==> src/sv/stuffed_frame_receiver_with_ack_top_macros.svh <==
// Assertion helpers for the frame receiver.
// Both expect clk and rst_n in the scope where they are used.
`ifndef STUFFED_FRAME_RECEIVER_WITH_ACK_TOP_MACROS_SVH
`define STUFFED_FRAME_RECEIVER_WITH_ACK_TOP_MACROS_SVH

// Condition holds in the same cycle as the trigger
`define SFR_ASSERT_SAME(lbl, trig, cond, msg) \
  lbl: assert property (@(posedge clk) disable iff (!rst_n) (trig) |-> (cond)) \
    else $error(msg);

// Condition holds in the cycle after the trigger
`define SFR_ASSERT_NEXT(lbl, trig, cond, msg) \
  lbl: assert property (@(posedge clk) disable iff (!rst_n) (trig) |=> (cond)) \
    else $error(msg);

`endif

==> src/sv/sfr_pkg.sv <==
`timescale 1ns / 1ps

package sfr_pkg;

  // Line framing bytes
  localparam logic [7:0] LINE_FLAG   = 8'h7E;
  localparam logic [7:0] LINE_ESC    = 8'h7D;
  localparam logic [7:0] ESC_OF_ESC  = 8'h5D;
  localparam logic [7:0] ESC_OF_FLAG = 8'h5E;
  localparam logic [7:0] CHECK_INIT  = 8'h00;

  // Configuration register indexes
  localparam int unsigned CFG_IDX_W = 8;
  localparam logic [CFG_IDX_W-1:0] CFG_SENDER_ADDR = 8'd0;
  localparam logic [CFG_IDX_W-1:0] CFG_RECV_ADDR   = 8'd1;
  localparam logic [CFG_IDX_W-1:0] CFG_INFO_ZERO   = 8'd2;
  localparam logic [CFG_IDX_W-1:0] CFG_INFO_ONE    = 8'd3;
  localparam logic [CFG_IDX_W-1:0] CFG_READY_ZERO  = 8'd4;
  localparam logic [CFG_IDX_W-1:0] CFG_READY_ONE   = 8'd5;
  localparam logic [CFG_IDX_W-1:0] CFG_REJECT_ZERO = 8'd6;
  localparam logic [CFG_IDX_W-1:0] CFG_REJECT_ONE  = 8'd7;

  // Configuration reset values
  localparam logic [7:0] RST_SENDER_ADDR = 8'd3;
  localparam logic [7:0] RST_RECV_ADDR   = 8'd1;
  localparam logic [7:0] RST_INFO_ZERO   = 8'd0;
  localparam logic [7:0] RST_INFO_ONE    = 8'd128;
  localparam logic [7:0] RST_READY_ZERO  = 8'd170;
  localparam logic [7:0] RST_READY_ONE   = 8'd171;
  localparam logic [7:0] RST_REJECT_ZERO = 8'd84;
  localparam logic [7:0] RST_REJECT_ONE  = 8'd85;

  // Reply status codes
  localparam logic [1:0] ST_NEW = 2'd0;
  localparam logic [1:0] ST_DUP = 2'd1;
  localparam logic [1:0] ST_ERR = 2'd2;

  // Reply frame beat positions
  localparam logic [2:0] BEAT_OPEN  = 3'd0;
  localparam logic [2:0] BEAT_ADDR  = 3'd1;
  localparam logic [2:0] BEAT_CTRL  = 3'd2;
  localparam logic [2:0] BEAT_CHECK = 3'd3;
  localparam logic [2:0] BEAT_CLOSE = 3'd4;

  // Result queue depth
  localparam logic [1:0] QUEUE_DEPTH = 2'd2;

  typedef struct packed {
    logic [7:0] sender_addr;
    logic [7:0] recv_addr;
    logic [7:0] info_zero;
    logic [7:0] info_one;
    logic [7:0] ready_zero;
    logic [7:0] ready_one;
    logic [7:0] reject_zero;
    logic [7:0] reject_one;
  } cfg_t;

  // One queued result: a payload byte, or a whole reply frame
  typedef struct packed {
    logic       is_reply;
    logic [7:0] data;    // payload byte, or receiver address of a reply
    logic [7:0] ctrl;
    logic [1:0] status;
  } desc_t;

  typedef struct packed {
    logic [1:0] count;
    logic [2:0] beat;
  } ser_status_t;

endpackage

==> src/sv/sfr_cfg_regs.sv <==
`timescale 1ns / 1ps

module sfr_cfg_regs (
  input  logic                           clk,
  input  logic                           rst_n,
  input  logic                           cfg_valid,
  output logic                           cfg_ready,
  input  logic [sfr_pkg::CFG_IDX_W-1:0]  cfg_index,
  input  logic [7:0]                     cfg_data,
  output sfr_pkg::cfg_t                  cfg
);

  sfr_pkg::cfg_t cfg_r;
  sfr_pkg::cfg_t cfg_nxt;

  // Writes are always taken
  assign cfg_ready = 1'b1;
  assign cfg       = cfg_r;

  // Register decode; unknown indexes are ignored
  always_comb begin
    cfg_nxt = cfg_r;
    if (cfg_valid) begin
      case (cfg_index)
        sfr_pkg::CFG_SENDER_ADDR: cfg_nxt.sender_addr = cfg_data;
        sfr_pkg::CFG_RECV_ADDR:   cfg_nxt.recv_addr   = cfg_data;
        sfr_pkg::CFG_INFO_ZERO:   cfg_nxt.info_zero   = cfg_data;
        sfr_pkg::CFG_INFO_ONE:    cfg_nxt.info_one    = cfg_data;
        sfr_pkg::CFG_READY_ZERO:  cfg_nxt.ready_zero  = cfg_data;
        sfr_pkg::CFG_READY_ONE:   cfg_nxt.ready_one   = cfg_data;
        sfr_pkg::CFG_REJECT_ZERO: cfg_nxt.reject_zero = cfg_data;
        sfr_pkg::CFG_REJECT_ONE:  cfg_nxt.reject_one  = cfg_data;
        default:                  cfg_nxt = cfg_r;
      endcase
    end
  end

  always_ff @(posedge clk) begin
    if (!rst_n) begin
      cfg_r.sender_addr <= sfr_pkg::RST_SENDER_ADDR;
      cfg_r.recv_addr   <= sfr_pkg::RST_RECV_ADDR;
      cfg_r.info_zero   <= sfr_pkg::RST_INFO_ZERO;
      cfg_r.info_one    <= sfr_pkg::RST_INFO_ONE;
      cfg_r.ready_zero  <= sfr_pkg::RST_READY_ZERO;
      cfg_r.ready_one   <= sfr_pkg::RST_READY_ONE;
      cfg_r.reject_zero <= sfr_pkg::RST_REJECT_ZERO;
      cfg_r.reject_one  <= sfr_pkg::RST_REJECT_ONE;
    end else begin
      cfg_r <= cfg_nxt;
    end
  end

endmodule

==> src/sv/sfr_core.sv <==
`timescale 1ns / 1ps

module sfr_core (
  input  logic                  clk,
  input  logic                  rst_n,
  input  logic                  in_accept,
  input  logic [7:0]            in_line_byte,
  input  sfr_pkg::cfg_t         cfg,
  output logic                  push,
  output sfr_pkg::desc_t        push_desc
);

  // Frame phases; unused codes behave as hunting
  localparam logic [2:0] PH_HUNT = 3'd0;
  localparam logic [2:0] PH_ADDR = 3'd1;
  localparam logic [2:0] PH_CTRL = 3'd2;
  localparam logic [2:0] PH_HCHK = 3'd3;
  localparam logic [2:0] PH_DATA = 3'd4;

  logic [2:0] phase_r, phase_nxt;
  logic       header_seq_r, header_seq_nxt;
  logic       expected_seq_r, expected_seq_nxt;
  logic       esc_r, esc_nxt;
  logic [7:0] xor_r, xor_nxt;
  logic [7:0] held_r, held_nxt;
  logic       held_valid_r, held_valid_nxt;

  // Per-byte frame handling
  always_comb begin
    logic       have;
    logic [7:0] data;
    logic [7:0] ctrl;
    logic [7:0] hdr_ctrl;

    phase_nxt        = phase_r;
    header_seq_nxt   = header_seq_r;
    expected_seq_nxt = expected_seq_r;
    esc_nxt          = esc_r;
    xor_nxt          = xor_r;
    held_nxt         = held_r;
    held_valid_nxt   = held_valid_r;
    push             = 1'b0;
    push_desc        = '0;
    have             = 1'b0;
    data             = 8'h00;
    ctrl             = 8'h00;
    hdr_ctrl         = header_seq_r ? cfg.info_one : cfg.info_zero;

    if (in_accept) begin
      case (phase_r)
        PH_ADDR: begin
          if (in_line_byte == cfg.sender_addr) begin
            phase_nxt = PH_CTRL;
          end else begin
            phase_nxt = (in_line_byte == sfr_pkg::LINE_FLAG) ? PH_ADDR : PH_HUNT;
          end
        end
        PH_CTRL: begin
          // equal info controls resolve to sequence 0
          if (in_line_byte == cfg.info_zero) begin
            header_seq_nxt = 1'b0;
            phase_nxt      = PH_HCHK;
          end else if (in_line_byte == cfg.info_one) begin
            header_seq_nxt = 1'b1;
            phase_nxt      = PH_HCHK;
          end else begin
            phase_nxt = (in_line_byte == sfr_pkg::LINE_FLAG) ? PH_ADDR : PH_HUNT;
          end
        end
        PH_HCHK: begin
          if (in_line_byte == (cfg.sender_addr ^ hdr_ctrl)) begin
            phase_nxt      = PH_DATA;
            xor_nxt        = sfr_pkg::CHECK_INIT;
            esc_nxt        = 1'b0;
            held_valid_nxt = 1'b0;
          end else begin
            phase_nxt = (in_line_byte == sfr_pkg::LINE_FLAG) ? PH_ADDR : PH_HUNT;
          end
        end
        PH_DATA: begin
          if (in_line_byte == sfr_pkg::LINE_FLAG) begin
            // closing flag: queue the reply, held check byte is dropped
            push_desc.is_reply = 1'b1;
            push_desc.data     = cfg.recv_addr;
            if (xor_r == sfr_pkg::CHECK_INIT) begin
              if (header_seq_r == expected_seq_r) begin
                push_desc.status = sfr_pkg::ST_NEW;
                expected_seq_nxt = ~expected_seq_r;
              end else begin
                push_desc.status = sfr_pkg::ST_DUP;
              end
              ctrl = expected_seq_nxt ? cfg.ready_one : cfg.ready_zero;
            end else begin
              push_desc.status = sfr_pkg::ST_ERR;
              ctrl = expected_seq_r ? cfg.reject_one : cfg.reject_zero;
            end
            push_desc.ctrl = ctrl;
            push           = 1'b1;
            phase_nxt      = PH_HUNT;
            esc_nxt        = 1'b0;
            held_valid_nxt = 1'b0;
            xor_nxt        = sfr_pkg::CHECK_INIT;
          end else begin
            // destuffing; a bad escape pair is dropped
            if (esc_r) begin
              esc_nxt = 1'b0;
              if (in_line_byte == sfr_pkg::ESC_OF_ESC) begin
                data = sfr_pkg::LINE_ESC;
                have = 1'b1;
              end else if (in_line_byte == sfr_pkg::ESC_OF_FLAG) begin
                data = sfr_pkg::LINE_FLAG;
                have = 1'b1;
              end
            end else if (in_line_byte == sfr_pkg::LINE_ESC) begin
              esc_nxt = 1'b1;
            end else begin
              data = in_line_byte;
              have = 1'b1;
            end
            if (have) begin
              xor_nxt = xor_r ^ data;
              if (held_valid_r) begin
                push_desc.is_reply = 1'b0;
                push_desc.data     = held_r;
                push_desc.status   = sfr_pkg::ST_NEW;
                push               = 1'b1;
              end
              held_nxt       = data;
              held_valid_nxt = 1'b1;
            end
          end
        end
        default: begin
          phase_nxt = (in_line_byte == sfr_pkg::LINE_FLAG) ? PH_ADDR : PH_HUNT;
        end
      endcase
    end
  end

  always_ff @(posedge clk) begin
    if (!rst_n) begin
      phase_r        <= PH_HUNT;
      header_seq_r   <= 1'b0;
      expected_seq_r <= 1'b0;
      esc_r          <= 1'b0;
      xor_r          <= sfr_pkg::CHECK_INIT;
      held_valid_r   <= 1'b0;
    end else begin
      phase_r        <= phase_nxt;
      header_seq_r   <= header_seq_nxt;
      expected_seq_r <= expected_seq_nxt;
      esc_r          <= esc_nxt;
      xor_r          <= xor_nxt;
      held_valid_r   <= held_valid_nxt;
    end
  end

  // held byte is only read while marked valid
  always_ff @(posedge clk) begin
    held_r <= held_nxt;
  end

endmodule

==> src/sv/sfr_reply_ser.sv <==
`timescale 1ns / 1ps

module sfr_reply_ser (
  input  logic                  clk,
  input  logic                  rst_n,
  input  logic                  push,
  input  sfr_pkg::desc_t        push_desc,
  output logic                  full,
  output logic                  out_valid,
  input  logic                  out_stall,
  output logic                  out_kind,
  output logic [7:0]            out_byte,
  output logic [1:0]            out_frame_status,
  output logic                  out_last_of_run,
  output sfr_pkg::ser_status_t  status
);

  sfr_pkg::desc_t q_r [2];
  logic           rd_ptr_r, rd_ptr_nxt;
  logic           wr_ptr_r, wr_ptr_nxt;
  logic [1:0]     count_r, count_nxt;
  logic [2:0]     beat_r, beat_nxt;

  sfr_pkg::desc_t head;
  logic           beat_done;
  logic           pop;

  assign head      = q_r[rd_ptr_r];
  assign full      = (count_r == sfr_pkg::QUEUE_DEPTH);
  assign out_valid = (count_r != 2'd0);
  assign beat_done = out_valid && !out_stall;
  assign pop       = beat_done && (!head.is_reply || beat_r == sfr_pkg::BEAT_CLOSE);

  assign status.count = count_r;
  assign status.beat  = beat_r;

  // Queue pointers and reply beat counter
  always_comb begin
    rd_ptr_nxt = pop ? ~rd_ptr_r : rd_ptr_r;
    wr_ptr_nxt = push ? ~wr_ptr_r : wr_ptr_r;
    count_nxt  = count_r + {1'b0, push} - {1'b0, pop};
    beat_nxt   = beat_r;
    if (beat_done) begin
      beat_nxt = pop ? sfr_pkg::BEAT_OPEN : beat_r + 3'd1;
    end
  end

  // Beat formatting from the head entry
  always_comb begin
    out_kind         = head.is_reply;
    out_frame_status = head.is_reply ? head.status : sfr_pkg::ST_NEW;
    out_last_of_run  = head.is_reply && (beat_r == sfr_pkg::BEAT_CLOSE);
    if (!head.is_reply) begin
      out_byte = head.data;
    end else begin
      case (beat_r)
        sfr_pkg::BEAT_OPEN:  out_byte = sfr_pkg::LINE_FLAG;
        sfr_pkg::BEAT_ADDR:  out_byte = head.data;
        sfr_pkg::BEAT_CTRL:  out_byte = head.ctrl;
        sfr_pkg::BEAT_CHECK: out_byte = head.data ^ head.ctrl;
        default:             out_byte = sfr_pkg::LINE_FLAG;
      endcase
    end
  end

  always_ff @(posedge clk) begin
    if (!rst_n) begin
      rd_ptr_r <= 1'b0;
      wr_ptr_r <= 1'b0;
      count_r  <= 2'd0;
      beat_r   <= sfr_pkg::BEAT_OPEN;
    end else begin
      rd_ptr_r <= rd_ptr_nxt;
      wr_ptr_r <= wr_ptr_nxt;
      count_r  <= count_nxt;
      beat_r   <= beat_nxt;
    end
  end

  // Entry storage
  always_ff @(posedge clk) begin
    if (push) begin
      q_r[wr_ptr_r] <= push_desc;
    end
  end

endmodule

==> src/sv/stuffed_frame_receiver_with_ack_top.sv <==
// Stop-and-wait frame receiver. Raw line bytes enter on the in_ channel, one
// per cycle while in_stall is low; each is handled in the cycle it is
// accepted. Destuffed payload bytes leave on the out_ channel one byte behind
// the line (the trailing check byte never appears), and each closing flag
// yields a five-byte reply frame (flag, address, control, header check, flag)
// with last_of_run on the final byte. Results pass through a two-entry queue
// that holds whole reply frames as one entry. While out_stall is low, a reply
// is serialised at one byte per cycle and payload sustains one byte per cycle;
// in_stall rises only when both queue entries are occupied.
// Configuration registers are written through cfg_ (always ready) and must
// only change while the receiver is idle.
`timescale 1ns / 1ps

`include "stuffed_frame_receiver_with_ack_top_macros.svh"

module stuffed_frame_receiver_with_ack_top (
  input  logic                          clk,
  input  logic                          rst_n,
  input  logic                          in_valid,
  output logic                          in_stall,
  input  logic [7:0]                    in_line_byte,
  output logic                          out_valid,
  input  logic                          out_stall,
  output logic                          out_kind,
  output logic [7:0]                    out_byte,
  output logic [1:0]                    out_frame_status,
  output logic                          out_last_of_run,
  input  logic                          cfg_valid,
  output logic                          cfg_ready,
  input  logic [sfr_pkg::CFG_IDX_W-1:0] cfg_index,
  input  logic [7:0]                    cfg_data
);

  sfr_pkg::cfg_t        cfg;
  sfr_pkg::desc_t       push_desc;
  sfr_pkg::ser_status_t ser;
  logic                 push;
  logic                 full;
  logic                 in_accept;

  assign in_stall  = full;
  assign in_accept = in_valid && !full;

  sfr_cfg_regs u_cfg (
    .clk       (clk),
    .rst_n     (rst_n),
    .cfg_valid (cfg_valid),
    .cfg_ready (cfg_ready),
    .cfg_index (cfg_index),
    .cfg_data  (cfg_data),
    .cfg       (cfg)
  );

  sfr_core u_core (
    .clk          (clk),
    .rst_n        (rst_n),
    .in_accept    (in_accept),
    .in_line_byte (in_line_byte),
    .cfg          (cfg),
    .push         (push),
    .push_desc    (push_desc)
  );

  sfr_reply_ser u_ser (
    .clk              (clk),
    .rst_n            (rst_n),
    .push             (push),
    .push_desc        (push_desc),
    .full             (full),
    .out_valid        (out_valid),
    .out_stall        (out_stall),
    .out_kind         (out_kind),
    .out_byte         (out_byte),
    .out_frame_status (out_frame_status),
    .out_last_of_run  (out_last_of_run),
    .status           (ser)
  );

  // Checks on queue and reply sequencing
  `SFR_ASSERT_SAME(a_queue_bound, 1'b1, ser.count <= sfr_pkg::QUEUE_DEPTH, "queue overfilled")
  `SFR_ASSERT_SAME(a_beat_reply_only, out_valid && ser.beat != sfr_pkg::BEAT_OPEN, out_kind, "beat moved on payload")
  `SFR_ASSERT_SAME(a_last_is_flag, out_valid && out_last_of_run, out_kind && out_byte == sfr_pkg::LINE_FLAG, "bad reply end")
  `SFR_ASSERT_NEXT(a_beat_wraps, out_valid && !out_stall && out_last_of_run, ser.beat == sfr_pkg::BEAT_OPEN, "beat not reset")

endmodule
==> config.mk <==
export PLATFORM = sky130hd
export DESIGN_NAME = stuffed_frame_receiver_with_ack_top
export DESIGN_NICKNAME = d
export VERILOG_FILES = /design/src/sv/sfr_pkg.sv /design/src/sv/sfr_cfg_regs.sv /design/src/sv/sfr_core.sv /design/src/sv/sfr_reply_ser.sv /design/src/sv/stuffed_frame_receiver_with_ack_top.sv
export VERILOG_INCLUDE_DIRS = /design/src /design/src/sv
export SDC_FILE = /design/constraint.sdc
export NUM_CORES = 1
export LEC_CHECK = 0
export ABC_CLOCK_PERIOD_IN_PS = 3100
export BUFFER_PORTS_ARGS = -buffer_cell sky130_fd_sc_hd__buf_2
export CAP_MARGIN = 25
export CORE_UTILIZATION = 55
export CTS_CLUSTER_DIAMETER = 200
export CTS_CLUSTER_SIZE = 25
export DETAILED_ROUTE_END_ITERATION = 8
export GPL_ROUTABILITY_DRIVEN = 0
export GPL_TIMING_DRIVEN = 0
export PLACE_DENSITY_LB_ADDON = 0.12
export SLEW_MARGIN = 20
export SYNTH_ARGS = -nofsm -noshare
export SYNTH_HDL_FRONTEND = slang
export SYNTH_SLANG_ARGS = --single-unit
export TNS_END_PERCENT = 50
==> constraint.sdc <==
create_clock -name clk -period 3.1 [get_ports clk]
set_clock_uncertainty 0.15 [all_clocks]
set_input_delay 0 -clock clk [delete_from_list [all_inputs] [get_ports clk]]
set_output_delay 0 -clock clk [all_outputs]
set_load 0.01 [all_outputs]
==> impl_metrics.toml, run 1 <==
[status]
outcome = "complete, but fails checks"
violations = "design-rule violations"

[logic_synthesis]
synth_common_cells = "mux2i_1, dfxtp_1, nor2b_1"
synth_edf_count = 46
synth_top_area_share_pct = 26.1
ys_ff_latch = 133
yosysSeqAreaShare_pct = 46.8
synth_cell_type_count = 62
synthesis.area_sq_mm = 0.00667
syn-instance-count = 659
synthesis.nets = 695
avgSynthCellArea_sq_um = 10.1
yosys_warnings = 0
synthFlopType = "dfxtp_1"
post-synth-top-count-cell = "mux2i_1"
synth_area_leaders = "dfxtp_1, edfxtp_1, mux2i_1"
yosysTopAreaCell = "dfxtp_1"
ys_async_sr_fraction_pct = 0

[route]
vias = 5116
drt_iter0_drc = 284
drt_wl_total_microns = 15700
antenna_left = 0
vias_per_cell = 5.82
drtPass1Iterations = 7
drc = 3
wire_per_inst_microns = 17.8

[sta]
period_share_pct = 91.2
hold_violations = 0
tightest_slew_ns = 0.814
relSlewSlack_pct = 45.7
timing.hold.ws_ns = 0.0227
slew_violations = 0
rsz0062_at_grt = "no"
layout_setup_ws_ns = 0.272
period_minus_slack_ns = 2.83
setup_violations = 0
max_freq_mhz = 354

[clock_network]
clk_latency_ns = 0.41
cts.sinks = 133
clkTransAtPathRegs_ns = 0.06
cts_buffers = 17
cts_tree = "built"
clockBufferDepth = 2
post-cts-setup-buffer-count = 0
cts_root_buffer = "clkbuf_16"
cts.htree.levels = 4

[die]
io_pins = 44
start_util_pct = 57.5
rows = 39
fp.dieH_microns = 112
die_area_sq_mm = 0.0126
coreArea_sq_mm = 0.0116
dieWidth_microns = 112

[critical_path]
cp.depth = 7
critPathMaxFanout = 8
cp_common_cell = "dlygate4sd3_1"
worstPathCellList = "nor3b_2, and3_1, clkbuf_1, nand4b_1, dlygate4sd3_1, nand2_1, dlygate4sd3_1"
slowest_delay_ns = 0.58
critPathBufInv = 3
r2r-end = "u_core.esc_r$_SDFFE_PN0P_"
cpMaxStageDelayCell = "dlygate4sd3_1"
r2r-start = "u_core.phase_r[2]$_SDFFE_PN0P_"
crit_start = "u_core.phase_r[2]$_SDFFE_PN0P_"
cp.arrival_ns = 3.03
critPathRequiredTime_ns = 3.30
end_kind = "register"
crit_path_start_kind = "register"
r2r_cells = 7
crit_end = "u_core.esc_r$_SDFFE_PN0P_"
r2r_slack_ns = 0.27
worst-setup-path-type = "register to register"
critical_path.top_delay_family = "buffers and inverters"

[placement]
io_buffers = 25
place_ws_ns = 0.245
placed_cells = 828
place_hpwl_microns = 11000

[final_layout]
antenna_cells = 0
nNetsFinal = 759
area_delta_synth_final_pct = 16.6
fin_util_pct = 67.0
layout-drive-gt1-share_pct = 12.2
layoutNonFillerInstCount = 879

[pwr]
peakVddDrop_mv = 0.350
power.total_uw = 3970
powerDensity_mw_per_mm2 = 511
leakagePower_uw = 0.00292

[grt]
grt_overflow = 0
grt_pass1_vias = 5081
antenna_found_initial = 0
grt_pass1_wl_microns = 25400
grt_max_degree = 20
grt_usage_pct = 26.0

[run]
maxCapViolCount = 0

[min_path]
hold_class = "primary input to register"
==> layer usage <==
layer | share of wire (%) | vias up | global-route usage (%)
met5 | 0 | - | 0
met4 | 2.2 | 0 | 10.5
met3 | 4.1 | 33 | 4.10
met2 | 50 | 149 | 46.1
met1 | 43 | 2475 | 31.8
li1 | - | 2459 | -
==> worst min path at each step <==
stage | startpoint | end | slack (ns) | cells after the start
floorplan | in_line_byte[0] | u_core.phase_r[1]$_SDFFE_PN0P_ | 0.13 | 3
global route | in_line_byte[3] | u_core.held_r[3]$_DFFE_PP_ | 0.03 | 3
global placement | in_line_byte[5] | u_core.esc_r$_SDFFE_PN0P_ | 0.29 | 5
detailed placement | in_line_byte[5] | u_core.esc_r$_SDFFE_PN0P_ | 0.28 | 5
CTS | in_line_byte[1] | u_core.phase_r[2]$_SDFFE_PN0P_ | 0.007 | 5
finish | in_line_byte[1] | u_core.phase_r[2]$_SDFFE_PN0P_ | 0.02 | 5
==> cells in the final DEF (no fill, tap or decap), types with 6 or more instances in the layout <==
master	n
a211oi_1	16
a21boi_0	6
a21oi_1	13
a22o_1	8
and2_1	8
and3_1	10
buf_2	40
clkbuf_1	32
clkbuf_16	17
dfxtp_1	87
dlygate4sd3_1	19
edfxtp_1	46
ha_1	7
inv_1	24
mux2i_1	92
nand2_1	52
nand3_1	26
nand4_1	6
nor2_1	18
nor2b_1	54
nor3_1	10
o21ai_0	16
o221ai_1	8
xnor2_1	29
xor2_1	6
==> final cells by class <==
type                       instances  area (sq um)
clock inverter                    13           159
timing repair buffer              45           327
inverter                          26          97.6
fill                             944          3840
sequential                       133          3120
clock buffer                      19           433
multi-input combinational        449          3220
buffer                            51           236
tap                              143           179
==> registers in the layout, indices dropped and copies added, names as in the netlist, named ones only <==
name	count
u_cfg.cfg	64
u_core.esc_r	1
u_core.expected_seq_r	1
u_core.header_seq_r	1
u_core.held_r	8
u_core.held_valid_r	1
u_core.phase_r	3
u_core.xor_r	8
u_ser.beat_r	3
u_ser.count_r	2
u_ser.q_r	38
u_ser.rd_ptr_r	1
u_ser.wr_ptr_r	1
==> what timing repair did <==
item | 4_1_cts | 5_1_grt
endpoints found under the hold margin | 45 | 0
resized for setup | 0 | 1
hold buffers | 19 | 0
setup endpoints to repair | 0 | 1
==> cells by family (layout without fill, tap and decap cells) <==
family	count (synthesis)	in the layout	share of synthesized area, %
simple gates	215	215	17.4
compound gates	96	96	10.4
buf+inv	77	154	5.01
fa+ha+maj	7	7	1.31
xor+xnor	37	37	5.08
flops	133	133	46.8
other cells	1	1	0.0562
mux	93	93	14.0
==> worst reg2reg max path: stages (launching register included) <==
cell and delay [ns]:
dfxtp_1 0.39, nor3b_2 0.39, and3_1 0.23, clkbuf_1 0.30, nand4b_1 0.14, dlygate4sd3_1 0.58
nand2_1 0.06, dlygate4sd3_1 0.54
==> power breakdown <==
group          internal, uW  leakage, uW  total (uW)  switching [uW]
logic                  67.6      0.00160         169             101
registers              1800      0.00104        1800            1.75
clock network          1260     0.000273        2010             747
total                  3120      0.00292        3970             850
==> stage by stage <==
| step | area (sq um) | setup TNS (ns) |
|---|---|---|
| 6_report | 7780 | 0 |
| 3_3_place_gp | 6980 | -3.43 |
| 5_1_grt | 7780 | 0 |
| 2_1_floorplan | 6670 | 0 |
| 3_5_place_dp | 6990 | 0 |
| 4_1_cts | 7770 | 0 |
Note: power is estimated with default switching activity, not from simulation.
==> run 2, diff against run 1 <==
--- a/config.mk
+++ b/config.mk
@@ -9,6 +9,7 @@
 export ABC_CLOCK_PERIOD_IN_PS = 3100
 export BUFFER_PORTS_ARGS = -buffer_cell sky130_fd_sc_hd__buf_2
 export CAP_MARGIN = 25
+export CORE_MARGIN = 3
 export CORE_UTILIZATION = 55
 export CTS_CLUSTER_DIAMETER = 200
 export CTS_CLUSTER_SIZE = 25
==> impl_metrics.toml, run 2 (synthesized netlist as in run 1, its figures left out) <==
[status]
outcome = "finished, final reports clean"

[die]
io_pins = 44
fp.dieH_microns = 116
coreArea_sq_mm = 0.0116
dieWidth_microns = 116
rows = 39
start_util_pct = 57.5
die_area_sq_mm = 0.0135

[final_layout]
layout_commonest_cell = "mux2i_1"
largest_reg_flops = 64
area_delta_synth_final_pct = 15.9
antenna_cells = 0
layout-drive-gt1-share_pct = 12.5
final_cell_mix = "mux2i_1, dfxtp_1, nor2b_1"
nNetsFinal = 759

[sta]
tightest_slew_ns = 0.815
timing.hold.ws_ns = 0.0263
slew_violations = 0
max_freq_mhz = 359
relSlewSlack_pct = 45.7
period_share_pct = 89.8
period_minus_slack_ns = 2.78
rsz0062_at_grt = "no"
setup_violations = 0
hold_violations = 0
tns_ns = 0

[route]
vias = 5061
drc = 0
antenna_left = 0
drtPass1Iterations = 5
vias_per_cell = 5.76
drt_wl_total_microns = 15900
drt_iter0_drc = 364
wire_per_inst_microns = 18.1

[critical_path]
cp.arrival_ns = 2.99
end_kind = "register"
worst-setup-path-type = "register to register"
crit_path_start_kind = "register"
r2r_slack_ns = 0.32
critPathRequiredTime_ns = 3.31
critPathMaxFanout = 8

[grt]
grt_overflow = 0
antenna_found_initial = 0
grt_pass1_vias = 4912
grt_usage_pct = 24.9
grt_pass1_wl_microns = 25800
grt_max_degree = 20

[pwr]
p_int_uw = 2980
p_switching_uw = 850
p_comb_share_pct = 4.4
powerDensity_mw_per_mm2 = 495
peakVddDrop_mv = 0.324
switching_share_pct = 22.2
seqPwrFrac_pct = 47.0
power.total_uw = 3830
clkPwrFrac_pct = 48.6
leakagePower_uw = 0.00290

[clock_network]
clkTransAtPathRegs_ns = 0.05
cts_tree = "built"
cts_root_buffer = "clkbuf_16"
cts.sinks = 133
cts_buffers = 17
cts.htree.levels = 4
clockBufferDepth = 2
clk_latency_ns = 0.41
post-cts-setup-buffer-count = 0

[run]
maxCapViolCount = 0

[placement]
io_buffers = 25
place_hpwl_microns = 11200

[min_path]
hold_class = "primary input to register"
run 2: area by class of cell:
type	count	area, sq um
well taps	143	179
flip-flops and latches	133	3120
inverters	26	97.6
fillers	929	3880
plain buffers	51	236
repair buffers	45	327
clock inverters	14	110
multi-input cells	449	3220
clock buffers	18	439
run 2: timing repair:
item                       in CTS  in global routing
resized for setup               0                  2
hold buffers                   19                  0
hold endpoints to repair       48                  0
setup endpoints to repair       0                 20
run 2: final timing paths:
check / end / cells past startpoint / startpoint
worst max-delay path: u_core.esc_r$_SDFFE_PN0P_ / 7 / u_core.phase_r[2]$_SDFFE_PN0P_
worst min-delay path: u_core.held_r[6]$_DFFE_PP_ / 3 / in_line_byte[6]
worst max register to register: u_core.esc_r$_SDFFE_PN0P_ / 7 / u_core.phase_r[2]$_SDFFE_PN0P_
worst min register to register: u_cfg.cfg[28]$_SDFFE_PN0P_ / 2 / u_cfg.cfg[28]$_SDFFE_PN0P_
run 2: worst max-delay path, cell delays in order (launching register included):
cell,delay (ns)
dfxtp_1,0.41
nor3b_2,0.37
and3_1,0.21
clkbuf_1,0.30
nand4b_1,0.12
dlygate4sd3_1,0.56
nand2_1,0.07
dlygate4sd3_1,0.54
run 2: through the flow:
stage / instances / utilization (%) / area [sq um] / worst slack, ns
global placement: 827 / 60.1 / 6980 / -0.232
global route: 879 / 66.6 / 7740 / 0.157
detailed placement: 828 / 60.2 / 6990 / 0.0919
floorplan: 659 / - / 6670 / 0.535
finish: 879 / 66.6 / 7740 / 0.317
CTS: 879 / 66.6 / 7730 / 0.0918
run 2: power by group through the flow:
stage / Clock [uW] / Sequential (uW) / Combinational, uW
floorplan: 0 / 1830 / 103
global placement: 0 / 1830 / 147
detailed placement: 0 / 1830 / 149
CTS: 1870 / 1800 / 167
global route: 1960 / 1800 / 182
finish: 1860 / 1800 / 169
run 2: per-layer routing:
layer	track usage [%]	share of wire, %
met1	32.3	45
met3	5.03	3.8
met5	0	0
met2	42.2	50
met4	7.66	1.5
